[config.mk]
export PLATFORM = sky130hd
export DESIGN_NAME = dn_to_toa_reflectance_calibrator
export DESIGN_NICKNAME = d
export VERILOG_FILES = /design/src/hdl/dtrc_pkg.sv /design/src/hdl/dn_to_toa_reflectance_calibrator.sv
export SDC_FILE = /design/constraint.sdc
export NUM_CORES = 2
export LEC_CHECK = 0
export CAP_MARGIN = 20
export CORE_MARGIN = 3
export CORE_UTILIZATION = 48
export CTS_CLUSTER_SIZE = 14
export DETAILED_ROUTE_END_ITERATION = 10
export DONT_BUFFER_PORTS = 1
export PLACE_DENSITY = 0.59
export SLEW_MARGIN = 0
export SYNTH_ARGS = -nofsm -noshare
export SYNTH_HDL_FRONTEND = slang
export SYNTH_SLANG_ARGS = --single-unit
[constraint.sdc]
create_clock -name clk -period 18.3 [get_ports clk]
set_input_delay 3.66 -clock clk [delete_from_list [all_inputs] [get_ports clk]]
set_output_delay 3.66 -clock clk [all_outputs]
set_load 0.005 [all_outputs]
[src/hdl/dtrc_pkg.sv]
package dtrc_pkg;

	localparam int COUNT_BITS_DEFAULT = 32;

	localparam int SHOW_BITS = 32;
	localparam int IN_DATA_BITS = 32;
	localparam int IN_USER_BITS = 1;
	localparam int OUT_DATA_BITS = 144;
	localparam int OUT_USER_BITS = 3;
	localparam int CFG_DATA_BITS = 32;
	localparam int CFG_INDEX_BITS = 3;

	typedef enum logic [CFG_INDEX_BITS-1:0] {
		REG_INPUT_FILL = 3'd0,
		REG_QA_FILL    = 3'd1,
		REG_SATURATION = 3'd2,
		REG_SLOPE      = 3'd3,
		REG_OFFSET     = 3'd4,
		REG_VALID_LOW  = 3'd5,
		REG_VALID_HIGH = 3'd6,
		REG_SPECIAL    = 3'd7
	} cfg_reg_t;

	localparam logic [15:0] INPUT_FILL_RESET = 16'd0;
	localparam logic [15:0] QA_FILL_RESET = 16'd1;
	localparam logic [15:0] SATURATION_RESET = 16'd255;
	localparam logic signed [31:0] SLOPE_RESET = 32'sd65536;
	localparam logic signed [31:0] OFFSET_RESET = 32'sd0;
	localparam logic signed [15:0] VALID_LOW_RESET = -16'sd2000;
	localparam logic signed [15:0] VALID_HIGH_RESET = 16'sd16000;
	localparam logic [31:0] SPECIAL_RESET = 32'd1310710513;

	// Output stream bit positions, shared with the port checker.
	localparam int USER_FILL = 0;
	localparam int USER_SAT = 1;
	localparam int USER_STATS = 2;

endpackage

[src/hdl/dn_to_toa_reflectance_calibrator.sv]
// A pixel accepted into the input register passes the product register and the result register to the output.
// Throughput: one pixel per cycle; a stalled output freezes the whole three-stage pipeline.
// The pipeline is an input register, a product register after the 32x17 multiplier, and the
// result register after rounding, clamping and the statistics update.
// Reset (arst_n low) clears the valid bits, counters and configuration to their defaults.
module dn_to_toa_reflectance_calibrator #(
	parameter int COUNT_BITS = dtrc_pkg::COUNT_BITS_DEFAULT
) (
	input  logic                                clk,
	input  logic                                arst_n,
	input  logic                                s_tvalid,
	output logic                                s_tready,
	// sample [15:0], qa_word [31:16]
	input  logic [dtrc_pkg::IN_DATA_BITS-1:0]   s_tdata,
	// band_start [0]
	input  logic [dtrc_pkg::IN_USER_BITS-1:0]   s_tuser,
	output logic                                m_tvalid,
	input  logic                                m_tready,
	// refl_value [15:0], fill_total [47:16], valid_total [79:48], min_dn [95:80],
	// max_dn [111:96], min_out [127:112], max_out [143:128]
	output logic [dtrc_pkg::OUT_DATA_BITS-1:0]  m_tdata,
	// is_fill [0], is_saturated [1], stats_ready [2]
	output logic [dtrc_pkg::OUT_USER_BITS-1:0]  m_tuser,
	input  logic                                cfg_we,
	input  logic [dtrc_pkg::CFG_INDEX_BITS-1:0] cfg_index,
	input  logic [dtrc_pkg::CFG_DATA_BITS-1:0]  cfg_data
);

	localparam int ShowW = (COUNT_BITS > dtrc_pkg::SHOW_BITS) ? COUNT_BITS : dtrc_pkg::SHOW_BITS;

	logic [15:0] input_fill_q;
	logic [15:0] qa_fill_q;
	logic [15:0] saturation_q;
	logic signed [31:0] slope_q;
	logic signed [31:0] offset_q;
	logic signed [15:0] valid_low_q;
	logic signed [15:0] valid_high_q;
	logic [31:0] special_q;

	always_ff @(posedge clk or negedge arst_n) begin
		if (!arst_n) begin
			input_fill_q <= dtrc_pkg::INPUT_FILL_RESET;
			qa_fill_q <= dtrc_pkg::QA_FILL_RESET;
			saturation_q <= dtrc_pkg::SATURATION_RESET;
			slope_q <= dtrc_pkg::SLOPE_RESET;
			offset_q <= dtrc_pkg::OFFSET_RESET;
			valid_low_q <= dtrc_pkg::VALID_LOW_RESET;
			valid_high_q <= dtrc_pkg::VALID_HIGH_RESET;
			special_q <= dtrc_pkg::SPECIAL_RESET;
		end else if (cfg_we) begin
			unique case (dtrc_pkg::cfg_reg_t'(cfg_index))
				dtrc_pkg::REG_INPUT_FILL: input_fill_q <= cfg_data[15:0];
				dtrc_pkg::REG_QA_FILL:    qa_fill_q <= cfg_data[15:0];
				dtrc_pkg::REG_SATURATION: saturation_q <= cfg_data[15:0];
				dtrc_pkg::REG_SLOPE:      slope_q <= $signed(cfg_data);
				dtrc_pkg::REG_OFFSET:     offset_q <= $signed(cfg_data);
				dtrc_pkg::REG_VALID_LOW:  valid_low_q <= $signed(cfg_data[15:0]);
				dtrc_pkg::REG_VALID_HIGH: valid_high_q <= $signed(cfg_data[15:0]);
				dtrc_pkg::REG_SPECIAL:    special_q <= cfg_data;
				default: ;
			endcase
		end
	end

	logic adv;
	assign adv = !m_tvalid || m_tready;
	assign s_tready = adv;

	// Stage 1: input register.
	logic        v_s1;
	logic [15:0] dn_s1;
	logic [15:0] qa_s1;
	logic        start_s1;

	always_ff @(posedge clk or negedge arst_n) begin
		if (!arst_n) begin
			v_s1 <= 1'b0;
		end else if (adv) begin
			v_s1 <= s_tvalid;
		end
	end

	always_ff @(posedge clk) begin
		if (adv && s_tvalid) begin
			dn_s1 <= s_tdata[15:0];
			qa_s1 <= s_tdata[31:16];
			start_s1 <= s_tuser[0];
		end
	end

	logic signed [48:0] prod_s1;
	logic signed [49:0] acc_s1;
	logic               fill_s1;
	logic               sat_s1;

	assign prod_s1 = slope_q * $signed({1'b0, dn_s1});
	assign acc_s1 = 50'(prod_s1) + 50'(offset_q);
	assign fill_s1 = (dn_s1 == input_fill_q) || (qa_s1 == qa_fill_q);
	assign sat_s1 = !fill_s1 && (dn_s1 == saturation_q);

	// Stage 2: product register.
	logic               v_s2;
	logic signed [49:0] acc_s2;
	logic               fill_s2;
	logic               sat_s2;
	logic [15:0]        dn_s2;
	logic               start_s2;

	always_ff @(posedge clk or negedge arst_n) begin
		if (!arst_n) begin
			v_s2 <= 1'b0;
		end else if (adv) begin
			v_s2 <= v_s1;
		end
	end

	always_ff @(posedge clk) begin
		if (adv && v_s1) begin
			acc_s2 <= acc_s1;
			fill_s2 <= fill_s1;
			sat_s2 <= sat_s1;
			dn_s2 <= dn_s1;
			start_s2 <= start_s1;
		end
	end

	logic signed [49:0] rnd_s2;
	logic signed [33:0] whole_s2;
	logic signed [15:0] clamp_s2;
	logic signed [15:0] value_s2;

	assign rnd_s2 = acc_s2 + 50'sd32768;
	assign whole_s2 = 34'(rnd_s2 >>> 16);

	always_comb begin
		if (whole_s2 < 34'(valid_low_q)) begin
			clamp_s2 = valid_low_q;
		end else if (whole_s2 > 34'(valid_high_q)) begin
			clamp_s2 = valid_high_q;
		end else begin
			clamp_s2 = whole_s2[15:0];
		end
		if (fill_s2) begin
			value_s2 = $signed(special_q[15:0]);
		end else if (sat_s2) begin
			value_s2 = $signed(special_q[31:16]);
		end else begin
			value_s2 = clamp_s2;
		end
	end

	// Running band statistics.
	logic [COUNT_BITS-1:0] fill_cnt_q;
	logic [COUNT_BITS-1:0] valid_cnt_q;
	logic                  seen_q;
	logic [15:0]           dn_lo_q;
	logic [15:0]           dn_hi_q;
	logic signed [15:0]    out_lo_q;
	logic signed [15:0]    out_hi_q;

	logic [COUNT_BITS-1:0] fill_cnt_d;
	logic [COUNT_BITS-1:0] valid_cnt_d;
	logic                  seen_d;
	logic [15:0]           dn_lo_d;
	logic [15:0]           dn_hi_d;
	logic signed [15:0]    out_lo_d;
	logic signed [15:0]    out_hi_d;
	logic                  conv_s2;

	assign conv_s2 = !fill_s2 && !sat_s2;

	always_comb begin
		fill_cnt_d = start_s2 ? '0 : fill_cnt_q;
		valid_cnt_d = start_s2 ? '0 : valid_cnt_q;
		seen_d = start_s2 ? 1'b0 : seen_q;
		dn_lo_d = dn_lo_q;
		dn_hi_d = dn_hi_q;
		out_lo_d = out_lo_q;
		out_hi_d = out_hi_q;
		if (fill_s2 && (fill_cnt_d != '1)) begin
			fill_cnt_d = fill_cnt_d + COUNT_BITS'(1);
		end
		if (conv_s2) begin
			if (valid_cnt_d != '1) begin
				valid_cnt_d = valid_cnt_d + COUNT_BITS'(1);
			end
			if (!seen_d) begin
				dn_lo_d = dn_s2;
				dn_hi_d = dn_s2;
				out_lo_d = clamp_s2;
				out_hi_d = clamp_s2;
			end else begin
				if (dn_s2 < dn_lo_q) dn_lo_d = dn_s2;
				if (dn_s2 > dn_hi_q) dn_hi_d = dn_s2;
				if (clamp_s2 < out_lo_q) out_lo_d = clamp_s2;
				if (clamp_s2 > out_hi_q) out_hi_d = clamp_s2;
			end
			seen_d = 1'b1;
		end
	end

	always_ff @(posedge clk or negedge arst_n) begin
		if (!arst_n) begin
			fill_cnt_q <= '0;
			valid_cnt_q <= '0;
			seen_q <= 1'b0;
		end else if (adv && v_s2) begin
			fill_cnt_q <= fill_cnt_d;
			valid_cnt_q <= valid_cnt_d;
			seen_q <= seen_d;
		end
	end

	always_ff @(posedge clk) begin
		if (adv && v_s2) begin
			dn_lo_q <= dn_lo_d;
			dn_hi_q <= dn_hi_d;
			out_lo_q <= out_lo_d;
			out_hi_q <= out_hi_d;
		end
	end

	logic [ShowW-1:0] fill_ext;
	logic [ShowW-1:0] valid_ext;
	logic [31:0]      fill_show;
	logic [31:0]      valid_show;

	assign fill_ext = ShowW'(fill_cnt_d);
	assign valid_ext = ShowW'(valid_cnt_d);
	assign fill_show = (fill_ext > ShowW'(32'hFFFF_FFFF)) ? 32'hFFFF_FFFF : fill_ext[31:0];
	assign valid_show = (valid_ext > ShowW'(32'hFFFF_FFFF)) ? 32'hFFFF_FFFF : valid_ext[31:0];

	// Result register.
	always_ff @(posedge clk or negedge arst_n) begin
		if (!arst_n) begin
			m_tvalid <= 1'b0;
		end else if (adv) begin
			m_tvalid <= v_s2;
		end
	end

	always_ff @(posedge clk) begin
		if (adv && v_s2) begin
			m_tdata[15:0] <= value_s2;
			m_tdata[47:16] <= fill_show;
			m_tdata[79:48] <= valid_show;
			m_tdata[95:80] <= seen_d ? dn_lo_d : 16'd0;
			m_tdata[111:96] <= seen_d ? dn_hi_d : 16'd0;
			m_tdata[127:112] <= seen_d ? out_lo_d : 16'sd0;
			m_tdata[143:128] <= seen_d ? out_hi_d : 16'sd0;
			m_tuser[dtrc_pkg::USER_FILL] <= fill_s2;
			m_tuser[dtrc_pkg::USER_SAT] <= sat_s2;
			m_tuser[dtrc_pkg::USER_STATS] <= seen_d;
		end
	end

endmodule

# == After elaboration in Yosys (flattened, before gate mapping) ==
# Index checks and enable logic that the tools add are counted.
# classes
n_addsub,4
n_mul,1
magnitude_cmp,8
n_eq_ne,12
muxes,23
reduce_logical,21
# op_table
operator,n
16-bit 2-to-1 mux,16
32-bit 2-to-1 mux,5
32-bit by 1-bit adder with 32-bit output (second input constant),2
32-bit greater-than comparator (second input constant),2
32-bit != test (second input constant),2
49-bit by 32-bit adder with 50-bit output,1
50-bit by 17-bit adder with 50-bit output (second input constant),1
32-bit by 17-bit multiplier with 49-bit output,1
16-bit == test,3
34-bit by 16-bit greater-than comparator with 1-bit output,1
34-bit by 16-bit < comparator with 1-bit output,1
16-bit greater-than comparator,2
16-bit < comparator,2
2-bit AND reduction,8
3-bit == test (second input constant),4
3-bit by 2-bit == test with 1-bit output (second input constant),2
1-bit logical AND,6
1-bit logical NOT,4
3-bit by 1-bit == test with 1-bit output (second input constant),1
3-bit logical NOT,1
1-bit logical OR,2
1-bit 2-to-1 mux,2
# totals
ff_bits,557
output_inout_bits,149
word_cells,100

# == Longest topological paths before layout ==
# depth
word_depth,8
depth_mapped,32
depth_no_buf,30

# == Least setup slack after synthesis ==
# OpenSTA, ideal clock, no wires.
# synth_path
kind,input to register
start,input port m_tready
end,register dn_hi_q[0] (enable)
arrival_ps,10442
t_required_ps,17642
setup_slack_ps,7200
cell_stages,6
path_buffers,3
cell_sequence,nand2b_1 > clkbuf_1 > nand2_1 > inv_1 > clkbuf_1 > clkbuf_1
# synth_between
elab_chain_len,2
# synth_lines
item,line,rtl
start: declaration,dn_to_toa_reflectance_calibrator.sv:18,"input logic m_tready,"
1-bit logical OR,dn_to_toa_reflectance_calibrator.sv:66,assign adv = !m_tvalid || m_tready;
named net s_tready,dn_to_toa_reflectance_calibrator.sv:12,"output logic s_tready,"
1-bit logical AND,dn_to_toa_reflectance_calibrator.sv:215,if (adv && v_s2) begin
end signal: assignment,dn_to_toa_reflectance_calibrator.sv:217,dn_hi_q <= dn_hi_d;
end: declaration,dn_to_toa_reflectance_calibrator.sv:157,logic [15:0] dn_hi_q;
# The timed path passes the listed nets, and every way through them passes these cells.
# A chain may end at the register's enable or synchronous reset.

# == Worst setup path in the final report ==
# layout_path
start,register acc_s2[21]
end,"register out_lo_q[0], data pin"
# layout_between
elab_chain_len,8
# layout_lines
item,line,rtl
start: declaration,dn_to_toa_reflectance_calibrator.sv:103,logic signed [49:0] acc_s2;
start signal: assignment,dn_to_toa_reflectance_calibrator.sv:119,acc_s2 <= acc_s1;
50-bit by 17-bit adder with 50-bit output (*),dn_to_toa_reflectance_calibrator.sv:132,assign rnd_s2 = acc_s2 + 50'sd32768;
34-bit by 16-bit greater-than comparator with 1-bit output,dn_to_toa_reflectance_calibrator.sv:138,end else if (whole_s2 > 34'(valid_high_q)) begin
16-bit 2-to-1 mux,dn_to_toa_reflectance_calibrator.sv:138,
16-bit 2-to-1 mux (*),dn_to_toa_reflectance_calibrator.sv:136,if (whole_s2 < 34'(valid_low_q)) begin
16-bit < comparator,dn_to_toa_reflectance_calibrator.sv:195,if (clamp_s2 < out_lo_q) out_lo_d = clamp_s2;
16-bit 2-to-1 mux,dn_to_toa_reflectance_calibrator.sv:195,
16-bit 2-to-1 mux (*),dn_to_toa_reflectance_calibrator.sv:187,if (!seen_d) begin
16-bit 2-to-1 mux (*),dn_to_toa_reflectance_calibrator.sv:183,if (conv_s2) begin
named net out_lo_d[0],dn_to_toa_reflectance_calibrator.sv:166,logic signed [15:0] out_lo_d;
end signal: assignment,dn_to_toa_reflectance_calibrator.sv:218,out_lo_q <= out_lo_d;
end: declaration,dn_to_toa_reflectance_calibrator.sv:158,logic signed [15:0] out_lo_q;
# Mark *: on every way through the listed nets, which the timed path passes. The rest lies on a longest branch.

==> metrics.cfg <==
[global_routing]
grt_pass1_wl_um = 172000
gr-total-overflow = 0
gr-usage-all-layers_pct = 23.5
first_global_vias = 28900
antenna_found_initial = 16
grt_max_degree = 245

[clock_network]
clk_pin_slew_ns = 0.06
htreeDepth = 2
ctsResizeCount = 0
clockBufferDepth = 3
clkLatencyLatePin_ns = 0.65
cts_inserted_buffers = 58
cts_tree = yes
clock-sinks = 542
cts_root_buf = clkbuf_16
cts_hold_buf = 0
post_cts_buffers = 0

[layout]
drive_gt1_share_pct = 10.5
areaGrowthSynthToFinish_pct = 7.49
design_area_um2 = 47500
multiInputGateArea_um2 = 25900
final_nets = 4912
fin_cells = 5314
nFillCells = 8077
regArea_um2 = 15100

[die]
die_area_um2 = 95800
start_util_pct = 48.8
core_area_um2 = 90700
die_w_um = 310
die_y_um = 310
std_cell_rows = 110
io_pins = 222

[sta]
layout_setup_ws_ns = 9.99
relSlewSlack_pct = 26.3
final.setup_skew_ns = 0.0602
finalCriticalPeriod_ns = 8.31
worst_pin_slew_ns = 1.09
timing.final.hold_violations = 0
report.final.slew_viol_count = 0
rsz0062_at_grt = false
fin_crit_sh_pct = 45.4
max_freq_ghz = 0.120
finalSetupTns_ns = 0
setup_viol = 0

[drt]
drc_errors = 0
first_pass_iters = 7
wire_per_inst_um = 20.9
ant_nets = 0
vias = 28600
drt_iter0_drc = 1852
viasPerCell = 5.39
wl_um = 111000

[status]
status = finished, final reports clean

[hold_path]
hold-path-cell-count = 0
hp-start = start_s1
worstHoldEndpoint = start_s2
hold_path_class = reg2reg

[critical_path]
critPathArrivalTime_ns = 8.68
cpPeakStageDelay_ns = 0.75
worstPathRequired_ns = 18.66
timing.rr.end = out_lo_q[0]
crit_family = simple AND/OR/NAND/NOR gates
slowest_stage = or2_1
r2r-start = acc_s2[21]
crit_top_cell = o21ai_0
worstPathMaxFanout = 18
r2r_cells = 29
r2r_slack_ns = 9.99
cp.buffers_inverters = 1
end_kind = flip-flop
start_kind = flip-flop
path_class = reg2reg

[run]
cap_violations = 0

[place]
post-place-ws_ns = 9.97
dpl.cell_count = 5184
place.detailed.hpwl_um = 83500
placed_area_um2 = 45500
io_buffers = 0
gp_congestion = 0.830

[logic_synthesis]
synth_nets = 4971
synth_seq_cells = 542
synth_area_um2 = 44200
ys.warnings.count = 0
synth_edf_count = 298
ys_seq_area_share_pct = 34.2
ys_async_sr_fraction_pct = 45.0
synth_cell_types = 71
synth_top_area_share_pct = 23.7
synth_ff_type = edfxtp_1
ys_top_cells_by_area = fa_1, edfxtp_1, dfrtp_1
syn_avg_cell_area_um2 = 10.7
syn_inst = 4127
synth_top_area_cell = fa_1

-- state kept, by name (all words and copies together), names as in the netlist, 3 cells and up --
register	flops
saturation_q	16
m_tuser	3
dn_s2	16
dn_s1	16
valid_high_q	16
dn_hi_q	16
input_fill_q	16
slope_q	32
valid_low_q	16
dn_lo_q	16
qa_fill_q	16
qa_s1	16
offset_q	32
special_q	32
fill_cnt_q	32
out_lo_q	16
acc_s2	35
valid_cnt_q	32
m_tdata	144
out_hi_q	16
-- worst max path at each step --
| stage | start | to | slack (ns) | depth (start not counted) |
|---|---|---|---|---|
| final | acc_s2[21] | out_lo_q[0] | 9.99 | 29 |
| after global placement | acc_s2[21] | out_lo_q[2] | 10.21 | 29 |
| after detailed placement | acc_s2[21] | out_lo_q[0] | 9.97 | 29 |
| after global routing | acc_s2[21] | out_lo_q[0] | 9.26 | 29 |
| after CTS | acc_s2[21] | out_lo_q[0] | 10.01 | 29 |
| after floorplan | m_tready | dn_hi_q[0] | 7.20 | 6 |
-- placed cells by master, fill, tap and decap left out, drive strengths merged, types with 44 or more instances in the layout --
cell type and count:
inv 680, nand2 553, fa 523, edfxtp 298, ha 248, and2 244, mux2 205, dfrtp 202
o21ai 126, nor2 110, xnor2 91, a21oi 89, xor2 86, clkbuf 79, buf 52, nand4 44
mux2i 44
-- cells by family (layout without fill, tap and decap cells) --
logic type               after synthesis  after routing  share of synthesized area, %
AND/OR/NAND/NOR                     1177           1177                          12.9
buffers and inverters                848            839                          7.27
adder cells (fa/ha/maj)              771            771                          30.7
flip-flops                           542            542                          34.2
AO/OA/AOI/OAI                        363            363                          5.26
multiplexers                         249            249                          6.25
XOR/XNOR                             177            177                          3.51
other                                  0             20                             0
-- synthesized netlist by cell type, types with 86 or more instances --
cell type    n
inv_1      676
nand2_1    553
fa_1       523
edfxtp_1   298
ha_1       248
and2_1     244
mux2_2     204
dfrtp_1    202
clkbuf_1   155
o21ai_0    123
nor2_1     108
xnor2_1     91
xor2_1      86
-- metal layers --
metal	GRT usage, %	vias to the layer above	part of all wire [%]
li1	-	13100	-
met2	37.7	779	47
met4	5.49	0	2.1
met5	0	-	0
met3	4.09	136	6.4
met1	33.4	14600	45
-- worst register-to-register path: cells and delay by family (launching register included) --
kind | cells | cell delay, ns
simple gates | 16 | 4.38
compound gates | 7 | 1.87
fa+ha+maj | 2 | 0.75
flops | 1 | 0.39
buf+inv | 1 | 0.29
xor+xnor | 2 | 0.26
mux | 1 | 0.14
-- area by class of cell --
class	count	area share, %
clock buffer	79	3.62
multi-input combinational	2737	54.6
timing repair buffer	52	0.879
tap	1176	3.09
antenna	20	0.105
inverter	677	5.36
clock inverter	31	0.603
sequential	542	31.8
-- metrics by stage --
step                      util (%)  hold slack (ns)
after CTS                     52.4            0.427
after global placement        50.1            0.405
after global routing          52.4            0.446
after floorplan                  -            0.400
final                         52.4            0.427
after detailed placement      50.2            0.418
Power is left out: the tool's default activity adds up to more than one toggle a clock period on the data nets, which glitch-free logic cannot reach.
